### src/sv/sews_pkg.sv
`timescale 1ns / 1ps
`default_nettype none
// ----------------------------------------------------------------------------
// sews_pkg
// Shared types and constants of the scanline edge walker / span setup block.
// ----------------------------------------------------------------------------
package sews_pkg;

    localparam int unsigned CLIP_MAX = 4096;

    localparam logic CFG_CLIP_WIDTH  = 1'b0;
    localparam logic CFG_CLIP_HEIGHT = 1'b1;

    localparam logic KIND_LOAD = 1'b0;
    localparam logic KIND_ROW  = 1'b1;

    // multiplier sequence step codes
    localparam logic [3:0] MS_TEX_LO   = 4'd0;
    localparam logic [3:0] MS_TEX_HI   = 4'd1;
    localparam logic [3:0] MS_COL_L0   = 4'd2;
    localparam logic [3:0] MS_COL_L1   = 4'd3;
    localparam logic [3:0] MS_COL_L2   = 4'd4;
    localparam logic [3:0] MS_COL_L3   = 4'd5;
    localparam logic [3:0] MS_Z        = 4'd6;
    localparam logic [3:0] MS_SKIP_TLO = 4'd7;
    localparam logic [3:0] MS_SKIP_THI = 4'd8;
    localparam logic [3:0] MS_SKIP_CLO = 4'd9;
    localparam logic [3:0] MS_SKIP_CHI = 4'd10;
    localparam logic [3:0] MS_SKIP_Z   = 4'd11;
    localparam logic [3:0] MS_DONE     = 4'd12;

    typedef struct packed {
        logic               kind;
        logic               edge_side;
        logic [1:0]         attr_select;
        logic [63:0]        pos_value;
        logic [63:0]        step_value;
        logic signed [15:0] row_y;
    } sews_in_t;

    typedef struct packed {
        logic               draw;
        logic [11:0]        span_x;
        logic [12:0]        span_count;
        logic [63:0]        tex_start;
        logic [63:0]        tex_step;
        logic [63:0]        color_start;
        logic [63:0]        color_step;
        logic signed [31:0] z_start;
        logic signed [31:0] z_step;
    } sews_out_t;

    typedef struct packed {
        logic [12:0] clip_width;
        logic [12:0] clip_height;
    } sews_cfg_t;

    typedef enum logic [1:0] {
        ST_IDLE,
        ST_DIV,
        ST_MUL,
        ST_OUT
    } sews_state_t;

endpackage
`default_nettype wire

### src/sv/sews_front.sv
`timescale 1ns / 1ps
`default_nettype none
// ----------------------------------------------------------------------------
// sews_front
// Input side: accepts load and row items into a short queue for the engine.
// ----------------------------------------------------------------------------
module sews_front
    import sews_pkg::*;
#(
    parameter int DEPTH = 2
)
(
    input  wire logic     clk,
    input  wire logic     rst_n,
    input  wire logic     in_valid,
    output logic          in_stall,
    input  wire sews_in_t in_data,
    output logic          q_valid,
    output sews_in_t      q_data,
    input  wire logic     q_pop
);

    localparam int PTR_W = (DEPTH > 1) ? $clog2(DEPTH) : 1;
    localparam int CNT_W = $clog2(DEPTH + 1);
    localparam logic [PTR_W-1:0] PTR_LAST = PTR_W'(DEPTH - 1);
    localparam logic [CNT_W-1:0] CNT_FULL = CNT_W'(DEPTH);

    sews_in_t         mem_reg [DEPTH];
    logic [PTR_W-1:0] wr_ptr_reg, wr_ptr_next;
    logic [PTR_W-1:0] rd_ptr_reg, rd_ptr_next;
    logic [CNT_W-1:0] cnt_reg, cnt_next;
    logic             push;
    logic             pop;

    assign in_stall = (cnt_reg == CNT_FULL);
    assign q_valid  = (cnt_reg != '0);
    assign q_data   = mem_reg[rd_ptr_reg];
    assign push     = in_valid && !in_stall;
    assign pop      = q_pop && q_valid;

    always_comb
    begin
        wr_ptr_next = wr_ptr_reg;
        rd_ptr_next = rd_ptr_reg;
        cnt_next    = cnt_reg;
        if (push)
        begin
            wr_ptr_next = (wr_ptr_reg == PTR_LAST) ? '0 : wr_ptr_reg + 1'b1;
        end
        if (pop)
        begin
            rd_ptr_next = (rd_ptr_reg == PTR_LAST) ? '0 : rd_ptr_reg + 1'b1;
        end
        if (push && !pop)
        begin
            cnt_next = cnt_reg + 1'b1;
        end
        else if (pop && !push)
        begin
            cnt_next = cnt_reg - 1'b1;
        end
    end

    always_ff @(posedge clk or negedge rst_n)
    begin
        if (!rst_n)
        begin
            wr_ptr_reg <= '0;
            rd_ptr_reg <= '0;
            cnt_reg    <= '0;
        end
        else
        begin
            wr_ptr_reg <= wr_ptr_next;
            rd_ptr_reg <= rd_ptr_next;
            cnt_reg    <= cnt_next;
        end
    end

    always_ff @(posedge clk)
    begin
        if (push)
        begin
            mem_reg[wr_ptr_reg] <= in_data;
        end
    end

endmodule
`default_nettype wire

### config.mk
export PLATFORM = sky130hd
export DESIGN_NAME = sews_front
export DESIGN_NICKNAME = d
export VERILOG_FILES = /design/src/sv/sews_pkg.sv /design/src/sv/sews_front.sv
export SDC_FILE = /design/constraint.sdc
export NUM_CORES = 1
export LEC_CHECK = 0
export BUFFER_PORTS_ARGS = -buffer_cell sky130_fd_sc_hd__buf_2
export CAP_MARGIN = 20
export CORE_AREA = 4 4 153 155
export CTS_CLUSTER_SIZE = 10
export DETAILED_ROUTE_END_ITERATION = 12
export DIE_AREA = 0 0 157 159
export PLACE_DENSITY = 0.78
export SYNTH_ARGS = -nofsm -noshare
export SYNTH_HDL_FRONTEND = slang
export SYNTH_SLANG_ARGS = --single-unit
### constraint.sdc
create_clock -name clk -period 9.4 [get_ports clk]
set_input_delay 0.94 -clock clk [delete_from_list [all_inputs] [get_ports clk]]
set_output_delay 0.94 -clock clk [all_outputs]
set_load 0.02 [all_outputs]
# Yosys cells after proc, flatten, opt, wreduce, memory -nomap -nowiden
# Memories as Yosys holds them, arrays and structs flattened.
# Cells that the tools add are included.
dict set report word_totals {
  ff_bits 4
  ramBits 296
  inputBits 152
  wordCells 24
  mem_count 1
}
# name depth word_bits rd rd_clocked_by_memory_dff write_ports line_no
set mem_list {}
lappend mem_list {mem_reg 2 148 1 0 1 sews_front.sv:28} ;# sews_in_t mem_reg [DEPTH];
dict set report classes {
  add_sub_neg 4
  n_eq_ne 1
  mux 6
  reduce_logical 9
}
# operator count
set ops {}
lappend ops {{1-bit logical AND} 4}
lappend ops {{1-bit 2-to-1 mux} 4}
lappend ops {{2-bit 2-to-1 mux} 2}
lappend ops {{2-bit nonzero test} 2}
lappend ops {{1-bit zero test} 3}
lappend ops {{1-bit adder, second input constant} 2}
lappend ops {{2-bit by 1-bit adder with 2-bit output, second input constant} 1}
lappend ops {{2-bit == test, second input constant} 1}
lappend ops {{2-bit by 1-bit subtractor with 2-bit output, second input constant} 1}

# Depth between registers and ports, before layout
# Gate-level depths: netlist of run 1.
dict set report depth {
  depth_word 7
  ltp_mapped 7
  depth_no_buf 7
}

# Least setup slack after synthesis of run 1
# Ideal clock, no wire load.
dict set report synth_timing {
  kind {in2reg}
  startpoint {in in_valid}
  endpoint {mem mem_reg[0][0] in the netlist's numbering, enable pin}
  setup_ns 0.657
  arrival_time_ns 7.173
  t_required_ns 8.743
  slack_ns 1.569
  path_stages 2
  path_cell_list {nand2_1 nor2_1}
}
dict set report synth_between {
  elab_chain_cells 3
}
# item line_no
set synth_rtl {}
lappend synth_rtl {{from (decl)} sews_front.sv:15} ;# input wire logic in_valid,
lappend synth_rtl {{1-bit logical AND} sews_front.sv:38} ;# assign push = in_valid && !in_stall;
lappend synth_rtl {{1-bit 2-to-1 mux} sews_front.sv:82} ;# if (push)
lappend synth_rtl {{1-bit 2-to-1 mux (not written as such)} sews_front.sv:84} ;# mem_reg[wr_ptr_reg] <= in_data;
lappend synth_rtl {{to (decl)} sews_front.sv:28}
# Every way passes these cells.

==> summary.md, run 1 <==
The tools report the maximum count of clock buffers along a single path as 3. Power spread over the standard cell area amounts to 333 nW/um^2. The switching power is 1.47 mW.

The worst setup path is of the reg -> out kind. The run finished with clean final reports. For the register area share after synthesis, the log shows 79.5%. The TritonCTS buffer count is 36, and the final instance area is 14000 sq um. For this run, the top clock speed supported by timing is 0.263 GHz. The average via count per standard cell works out to 5.06. The synthesized netlist devotes 0.299% of its cell area to simple gates. The number of buffers inserted to repair setup after CTS came out at 0. Across the VDD grid, the largest voltage drop is 372 uV. Once detailed placement completed, the half-perimeter wirelength came to 14.0 mm.

The post-route netlist has 61.2% of its cells at a drive strength greater than 1. The tools report the via count of the first global-routing pass as 5737. At the later pin of the worst-skew pair, clock insertion delay measures 0.48 ns. Of the total synthesized cell area, the portion taken by full adders, half adders and majority gates is 0.111%.

Sorting the synthesized cells by area gives the leading types as sky130_fd_sc_hd__edfxtp_1 (79%), sky130_fd_sc_hd__mux2_4 (13%), sky130_fd_sc_hd__mux2_2 (4.7%), sky130_fd_sc_hd__buf_6 (1.4%), sky130_fd_sc_hd__dfrtp_1 (0.89%). The tools report the largest net degree at the start of global routing as 85. The run gives 480 as the number of standard cells after synthesis. The portion of synthesized cell area occupied by the leading cell type was 78.6%; the setup TNS after final layout was 0 ns.

The number of flip-flops under the largest register name was 296. Traced cell by cell, the critical path runs through buf_4 -> mux2_2 -> buf_2. The maximum fanout along the worst path is 63.

The count of pins over their slew limit came out at 0. Clock transition at the registers of the reported paths: 0.05 ns. The cell depth of the worst flop-to-flop path came out at 6. STA classifies the critical path startpoint as a flop. The floorplan die height came out at 159 microns.

Sequential cells burn 41.4% of the power. Headroom to the max-slew limit: 28.3%. Cell count along the critical path: 3. The minimum clock period after layout is 3.80 ns.

Data on the critical path arrives at its endpoint at 2.86 ns. Dividing the final minimum period by the clock period gives 40.5%. The cell family contributing the most delay on the critical path is buffers and inverters. TritonCTS built the clock tree. sky130_fd_sc_hd__edfxtp_1 takes more of the synthesized area than any other cell. For the global routing usage summed across all routing layers, the log shows 16.2%.

The initial standard-cell utilization of the core was 51.8%; the multiplexer share of the synthesized area was 18.1%. The total of max-cap violations was 0; the total internal power was 3.21 mW. The number of gates resized after CTS was 0.

The die covers 25000 sq um. Before antenna repair, the detailed router went through 4 iterations. Cell area after placement: 13000 sq um. The first routing iteration left 255 violations.

The capturing element type of the critical path was an output pin. The net switching fraction of the power was 31.4%. In this run the critical register-to-register path is launched from cnt_reg[0].

The capturing point of the worst reg2reg path is mem_reg[0][93]. Class of the worst hold path: in -> async. The tools report the area of the core as 21800 sq um. At the pin with the least slew margin, the transition time is 1.08 ns.

The synthesized netlist devotes 0.387% of its cell area to XOR and XNOR gates. Setup repair after global routing left no endpoint under its margin. The number of distinct standard cells referenced by the synthesized netlist is 15. On the worst path, the slowest cell contributes a delay of 0.89 ns. The number of antenna-violating nets in the routed design came out at 0.

Measured along the x axis, the die boundary spans 157 microns. Routability-driven placement finished with a final weighted congestion of 0.736. Compared with the post-synthesis result, the final layout area differs by 24.2%. In this run, post-CTS hold repair placed 0 buffers.

In this run the mean area of a mapped cell was 23.6 sq um. Global-route wire length before repair: 31.3 mm. The Yosys step of the flow raised 0 warnings. The tools report the clock network fraction of total power as 24.7%. Of the total power, combinational logic draws 33.9%. The number of hold violations in the final report came out at 0.

The final count of negative-setup-slack endpoints was 0; the routed wire length was 20.9 mm. Dividing the detail-routed wire length by the instance count gives 19.0 microns. The number of primary I/O pins is 302, and the compound-cell area share of the yosys netlist is 0%. The tools report the number of rows created at floorplan as 54. The count of buffer and inverter cells on the critical path is 2, and the detailed-route via count is 5557.

The run gives 961 as the post-layout net count. For this run, design rule violations remaining after detail routing come to 0. The total number of clock tree sinks was 300; the data required time of the worst path was 8.46 ns. The tools report the final clock skew as 0.0104 ns. The static leakage is 5.56 nW. On the critical path, the stage with the largest delay is an instance of sky130_fd_sc_hd__buf_4. The logs give 11300 sq um for the post-synthesis instance area and 2 for the total number of H-tree levels. Input and output buffers added on the ports amount to 301. The largest family of logic cells by synthesized area was multiplexers. The number of nets handed over by synthesis was 633. CTS placed an instance of sky130_fd_sc_hd__clkbuf_16 at the clock tree root.

After synthesis the netlist holds a flip-flop and latch count of 300. Across all register-to-register paths, the minimum setup slack is 6.30 ns. The overflow left after global routing was 0. Number of antenna violations at the first check in global routing: 5.
-- synthesized netlist by cell type --
cell                       instances
sky130_fd_sc_hd__and3_1            1
sky130_fd_sc_hd__buf_2             3
sky130_fd_sc_hd__buf_6            14
sky130_fd_sc_hd__dfrtp_1           4
sky130_fd_sc_hd__edfxtp_1        296
sky130_fd_sc_hd__ha_1              1
sky130_fd_sc_hd__inv_1             2
sky130_fd_sc_hd__mux2_2           47
sky130_fd_sc_hd__mux2_4          101
sky130_fd_sc_hd__nand2_1           2
sky130_fd_sc_hd__nand2b_1          1
sky130_fd_sc_hd__nor2_1            2
sky130_fd_sc_hd__or2_2             1
sky130_fd_sc_hd__xnor2_1           3
sky130_fd_sc_hd__xor2_1            2
-- area by class of cell --
cell class	count	area [sq um]
Multi-Input combinational cell	161	2150
Fill cell	1498	7780
Timing Repair Buffer	307	1570
Antenna cell	2	5.00
Sequential cell	300	8990
Tap cell	280	350
Clock buffer	43	948
Inverter	2	7.51
Clock inverter	3	15.0
-- logic make-up after synthesis --
logic type	Yosys count
buf+inv	19
mux	148
xor+xnor	5
fa+ha+maj	1
simple gates	7
flops	300
-- layer usage --
layer | part of all wire [%] | wire, microns | global-route usage, %
met3 | 8.6 | 1800 | 5.65
met2 | 52 | 10900 | 27.7
met1 | 37 | 7680 | 19.1
met4 | 2.2 | 468 | 4.97
met5 | 0.17 | 35 | 0
-- worst max-delay path by stage --
stage,start,to,slack (ns)
after floorplan,in_valid,mem_reg[0][0],1.57
after detailed placement,in_valid,mem_reg[0][82],5.53
after global routing,rd_ptr_reg,q_data[109],5.45
after global placement,in_valid,mem_reg[0][82],5.55
after CTS,rd_ptr_reg,q_data[131],5.55
final,rd_ptr_reg,q_data[109],5.60
-- cell usage in the layout (no fill, tap or decap), types with 2 or more instances in the layout --
master	netlist	layout
sky130_fd_sc_hd__buf_2	3	301
sky130_fd_sc_hd__edfxtp_1	296	296
sky130_fd_sc_hd__mux2_4	101	101
sky130_fd_sc_hd__mux2_2	47	47
sky130_fd_sc_hd__clkbuf_16	0	37
sky130_fd_sc_hd__clkbuf_1	0	6
sky130_fd_sc_hd__buf_4	0	5
sky130_fd_sc_hd__xnor2_1	3	3
sky130_fd_sc_hd__clkinv_2	0	3
sky130_fd_sc_hd__dfrtp_1	4	3
sky130_fd_sc_hd__diode_2	0	2
sky130_fd_sc_hd__inv_1	2	2
sky130_fd_sc_hd__nand2_1	2	2
sky130_fd_sc_hd__xor2_1	2	2
-- power by group through the flow --
stage               combinational [mW]  sequential [mW]  clock [mW]
floorplan                         1.21             1.97           0
global placement                  1.59             1.95           0
detailed placement                1.60             1.97           0
CTS                               1.60             1.95        1.19
global route                      1.68             1.97        1.26
finish                            1.59             1.94        1.16
-- through the flow --
stage	setup slack (ns)	util (%)	instances	total power, mW	hold WS [ns]
5_1_grt	5.45	64.3	1098	4.90	0.225
4_1_cts	5.55	64.2	1095	4.74	0.229
2_1_floorplan	1.57	-	480	3.18	0.456
6_report	5.60	64.3	1098	4.68	0.255
3_5_place_dp	5.53	59.8	1049	3.57	0.483
3_3_place_gp	5.55	59.8	1049	3.54	0.469
(Power assumes the default switching activity.)
==> inputs of run 2 (changes only) <==
--- a/config.mk
+++ b/config.mk
@@ -7,11 +7,11 @@
 export LEC_CHECK = 0
 export BUFFER_PORTS_ARGS = -buffer_cell sky130_fd_sc_hd__buf_2
 export CAP_MARGIN = 20
-export CORE_AREA = 4 4 153 155
+export CORE_AREA = 4 4 161 163
 export CTS_CLUSTER_SIZE = 10
 export DETAILED_ROUTE_END_ITERATION = 12
-export DIE_AREA = 0 0 157 159
-export PLACE_DENSITY = 0.78
+export DIE_AREA = 0 0 165 167
+export PLACE_DENSITY = 0.74
 export SYNTH_ARGS = -nofsm -noshare
 export SYNTH_HDL_FRONTEND = slang
 export SYNTH_SLANG_ARGS = --single-unit
==> constraint.sdc (replaced) <==
create_clock -name clk -period 3.1 [get_ports clk]
set_input_delay 0.31 -clock clk [delete_from_list [all_inputs] [get_ports clk]]
set_output_delay 0.31 -clock clk [all_outputs]
set_load 0.02 [all_outputs]
==> summary.md, run 2 (synthesized netlist as in run 1, its figures left out) <==
The largest net degree at the start of global routing is 113 (was 85). The worst setup path startpoint was rd_ptr_reg (unchanged). The clock transition at the registers of the reported paths is 0.05 ns (about the same), and the maximum fanout along the worst path is 33 (was 63). The number of buffers inserted to repair setup after CTS is 0 (unchanged). The tools report the beginning of the worst register-to-register path as cnt_reg[0] (unchanged). The global routing usage summed across all routing layers came out at 16.5% (was 16.2%). Most used cells in the layout excluding fill and tap cells: sky130_fd_sc_hd__buf_2 (301), sky130_fd_sc_hd__edfxtp_1 (296), sky130_fd_sc_hd__dlygate4sd3_1 (131), sky130_fd_sc_hd__mux2_4 (101), sky130_fd_sc_hd__mux2_2 (47) (was sky130_fd_sc_hd__buf_2 (301), sky130_fd_sc_hd__edfxtp_1 (296), sky130_fd_sc_hd__mux2_4 (101), sky130_fd_sc_hd__mux2_2 (47), sky130_fd_sc_hd__clkbuf_16 (37)). For the count of fill cells added during filler insertion, the log shows 1673 (was 1498).

The stage delay of the slowest cell on the critical path was 0.89 ns (about the same); the number of antenna-violating nets in the routed design was 0 (unchanged). Cell type of the slowest stage on the worst timing path: sky130_fd_sc_hd__dfrtp_4 (was sky130_fd_sc_hd__buf_4). The maximum count of clock buffers along a single path was 3 (unchanged).

Cell count along the critical path: 3 (unchanged). Setup repair after global routing left no endpoint under its margin. The cell depth of the worst flop-to-flop path is 3 (was 6), and the final instance area is 15500 sq um (was 14000 sq um). The count of input and output buffers is 301 (unchanged). For the count of unresolved DRC violations after routing, the log shows 0 (unchanged).

The type of element launching the critical path was a flop (unchanged). The total number of clock tree sinks was 300 (unchanged). The initial standard-cell utilization of the core was 46.5% (was 51.8%). The run gives 14.7 mm (was 14.0 mm) as the total half-perimeter wirelength after legalization and detailed placement.

Number of stages on the worst hold path: 1. The share of the core filled with cells in the final layout came out at 63.9% (was 64.3%). Number of hold violations in the final report: 0 (unchanged). The total number of H-tree levels was 2 (unchanged); the cell area after placement was 13300 sq um (was 13000 sq um). Transition time at the pin with the least slew margin: 0.722 ns (was 1.08 ns). The total iterations of the first detailed-routing run was 4 (unchanged); the data required time of the worst path was 2.79 ns (was 8.46 ns). The floorplan die height was 167 microns (was 159 microns); the final count of negative-setup-slack endpoints was 0 (unchanged). For the total internal power, the log shows 9.97 mW (was 3.21 mW). The synthesis-to-finish area growth is 37.5% (was 24.2%). The arrival time of data at the critical path endpoint was 2.26 ns (was 2.86 ns). Floorplan die width: 165 microns (was 157 microns).

The tools report the routed wire length as 23.5 mm (was 20.9 mm). The tools report the number of primary I/O pins as 302 (unchanged). Dividing the final minimum period by the clock period gives 82.8%. The logs give 1098 (was 961) for the post-layout net count and 0 (unchanged) for the overflow left after global routing.

The share of layout cells above drive strength 1 was 53.1% (was 61.2%); the weighted congestion reported at the end of routability-driven placement was 0.752 (was 0.736). Timing would allow up to 0.390 GHz. The post-cts gate resize count is 0 (unchanged). The run finished with clean final reports.

Number of standard cells in the layout, taps in and fillers out: 1280 (was 1098). Worst IR drop on VDD: 633 uV (was 372 uV). The average via count per standard cell was 4.72 (was 5.06); the headroom to the max-slew limit was 51.8% (was 28.3%). The number of antenna violations at the first check in global routing came out at 1 (was 5).

The logs give 27600 sq um (was 25000 sq um) for the die area and 4.61 mW (was 1.47 mW) for the switching power. The routed design could run at a clock period as short as 2.57 ns. TritonCTS built the clock tree.

The run gives 40.6% (was 41.4%) as the sequential share of power. The startpoint identified for the worst hold timing path is in_data[17]. Crit path cell chain: buf_12 -> mux2_2 -> buf_2 (was buf_4 -> mux2_2 -> buf_2). The run gives 2160 sq um (was 2150 sq um) as the area used by multi-input combinational logic.

The global-route wire length before repair came out at 35.7 mm (was 31.3 mm). The detailed-route via count was 6044 (was 5557); the number of instances in the placed design was 1100 (was 1049). The post-detailed-route wirelength per cell came out at 18.4 microns (was 19.0 microns). The count of buffer and inverter cells on the critical path was 2 (unchanged); the final clock skew was 0.0143 ns (was 0.0104 ns).

The tools report the via count of the first global-routing pass as 6704 (was 5737). The tools report the buffer cell driving the clock tree root as sky130_fd_sc_hd__clkbuf_16 (unchanged). The tools report the flip-flop and latch area as 8990 sq um (unchanged). Cell class contributing the biggest share of worst-path delay: flip-flops (was buffers and inverters). The TritonCTS buffer count is 36 (unchanged). The clock latency on the worst-skew pair is 0.49 ns (was 0.48 ns), and the static leakage is 6.17 nW (was 5.56 nW). The class of the worst hold path was in -> reg (was in -> async). Net switching fraction of the power: 31.6% (was 31.4%). The run gives 24300 sq um (was 21800 sq um) as the area of the core. Overall power: 14.6 mW (was 4.68 mW).

The tools report the capturing element type of the critical path as an output pin (unchanged). The number of rows created at floorplan is 57 (was 54), and the combinational group share of total power is 34.8% (was 33.9%). The number of flip-flops under the largest register name was 296 (unchanged); the clock network fraction of total power was 24.6% (was 24.7%). The number of violations reported at the end of detailed-routing iteration 0 is 378 (was 255), and the power density normalized to cell area is 937 nW/um^2 (was 333 nW/um^2).

The category of the most critical setup path was reg -> out (unchanged). The count of pins over their slew limit is 0 (unchanged). The run gives 0 (unchanged) as the total of max-cap violations.

The leading cell type in the layout, fill and taps excluded is sky130_fd_sc_hd__buf_2 (unchanged).
## run 2: final timing paths
check / slack (ns) / end
worst max-delay path: 0.53 / q_data[133]
max in group asynchronous: 2.81 / rd_ptr_reg
worst min register to register: 0.54 / cnt_reg[0]
worst min-delay path: 0.02 / mem_reg[1][17]
worst max register to register: 1.14 / mem_reg[1][118]
min in group asynchronous: 0.16 / cnt_reg[0]
## run 2: per-layer routing
layer | wire length [microns] | GRT usage (%) | part of all wire [%] | up-vias
met4 | 608 | 5.03 | 2.6 | 0
met3 | 1750 | 4.57 | 7.4 | 53
met1 | 8950 | 19.4 | 38 | 2926
met5 | 0 | 0 | 0 | -
met2 | 12200 | 29.4 | 52 | 238
li1 | - | - | - | 2827
## run 2: power groups by stage
stage / logic (mW) / registers (mW) / clock network (mW)
2_1_floorplan: 3.70 / 5.84 / 0
3_3_place_gp: 4.95 / 5.95 / 0
3_5_place_dp: 4.97 / 6.00 / 0
4_1_cts: 5.12 / 5.92 / 3.67
5_1_grt: 5.37 / 6.00 / 3.88
6_report: 5.07 / 5.92 / 3.59
## run 2: area by class of cell
| class | instances | share of cell area [%] |
|---|---|---|
| Multi-Input combinational cell | 161 | 13.9 |
| Clock buffer | 45 | 6.15 |
| Tap cell | 324 | 2.61 |
| Antenna cell | 1 | 0.0161 |
| Inverter | 2 | 0.0483 |
| Sequential cell | 300 | 57.8 |
| Clock inverter | 3 | 0.169 |
| Timing Repair Buffer | 444 | 19.3 |
## run 2: repair_timing
item                                    in CTS  in global routing
hold endpoints to repair                   259                  3
endpoints found under the setup margin       0                  0
hold buffers                               129                  2
## run 2: worst reg2reg max path: cells and delay by family (launching register included)
| family | cells | cell delay, ns |
|---|---|---|
| simple gates | 2 | 0.78 |
| flops | 1 | 0.41 |
| buf+inv | 1 | 0.43 |
## run 2: stage by stage
step                      TNS (ns)  hold WS (ns)  worst slack [ns]
after floorplan             -15.66        0.0144            -0.106
after global placement           0         0.119              1.06
after detailed placement         0         0.120              1.05
after CTS                        0       0.00117             0.502
after global routing             0       0.00365             0.444
final                            0        0.0215             0.533
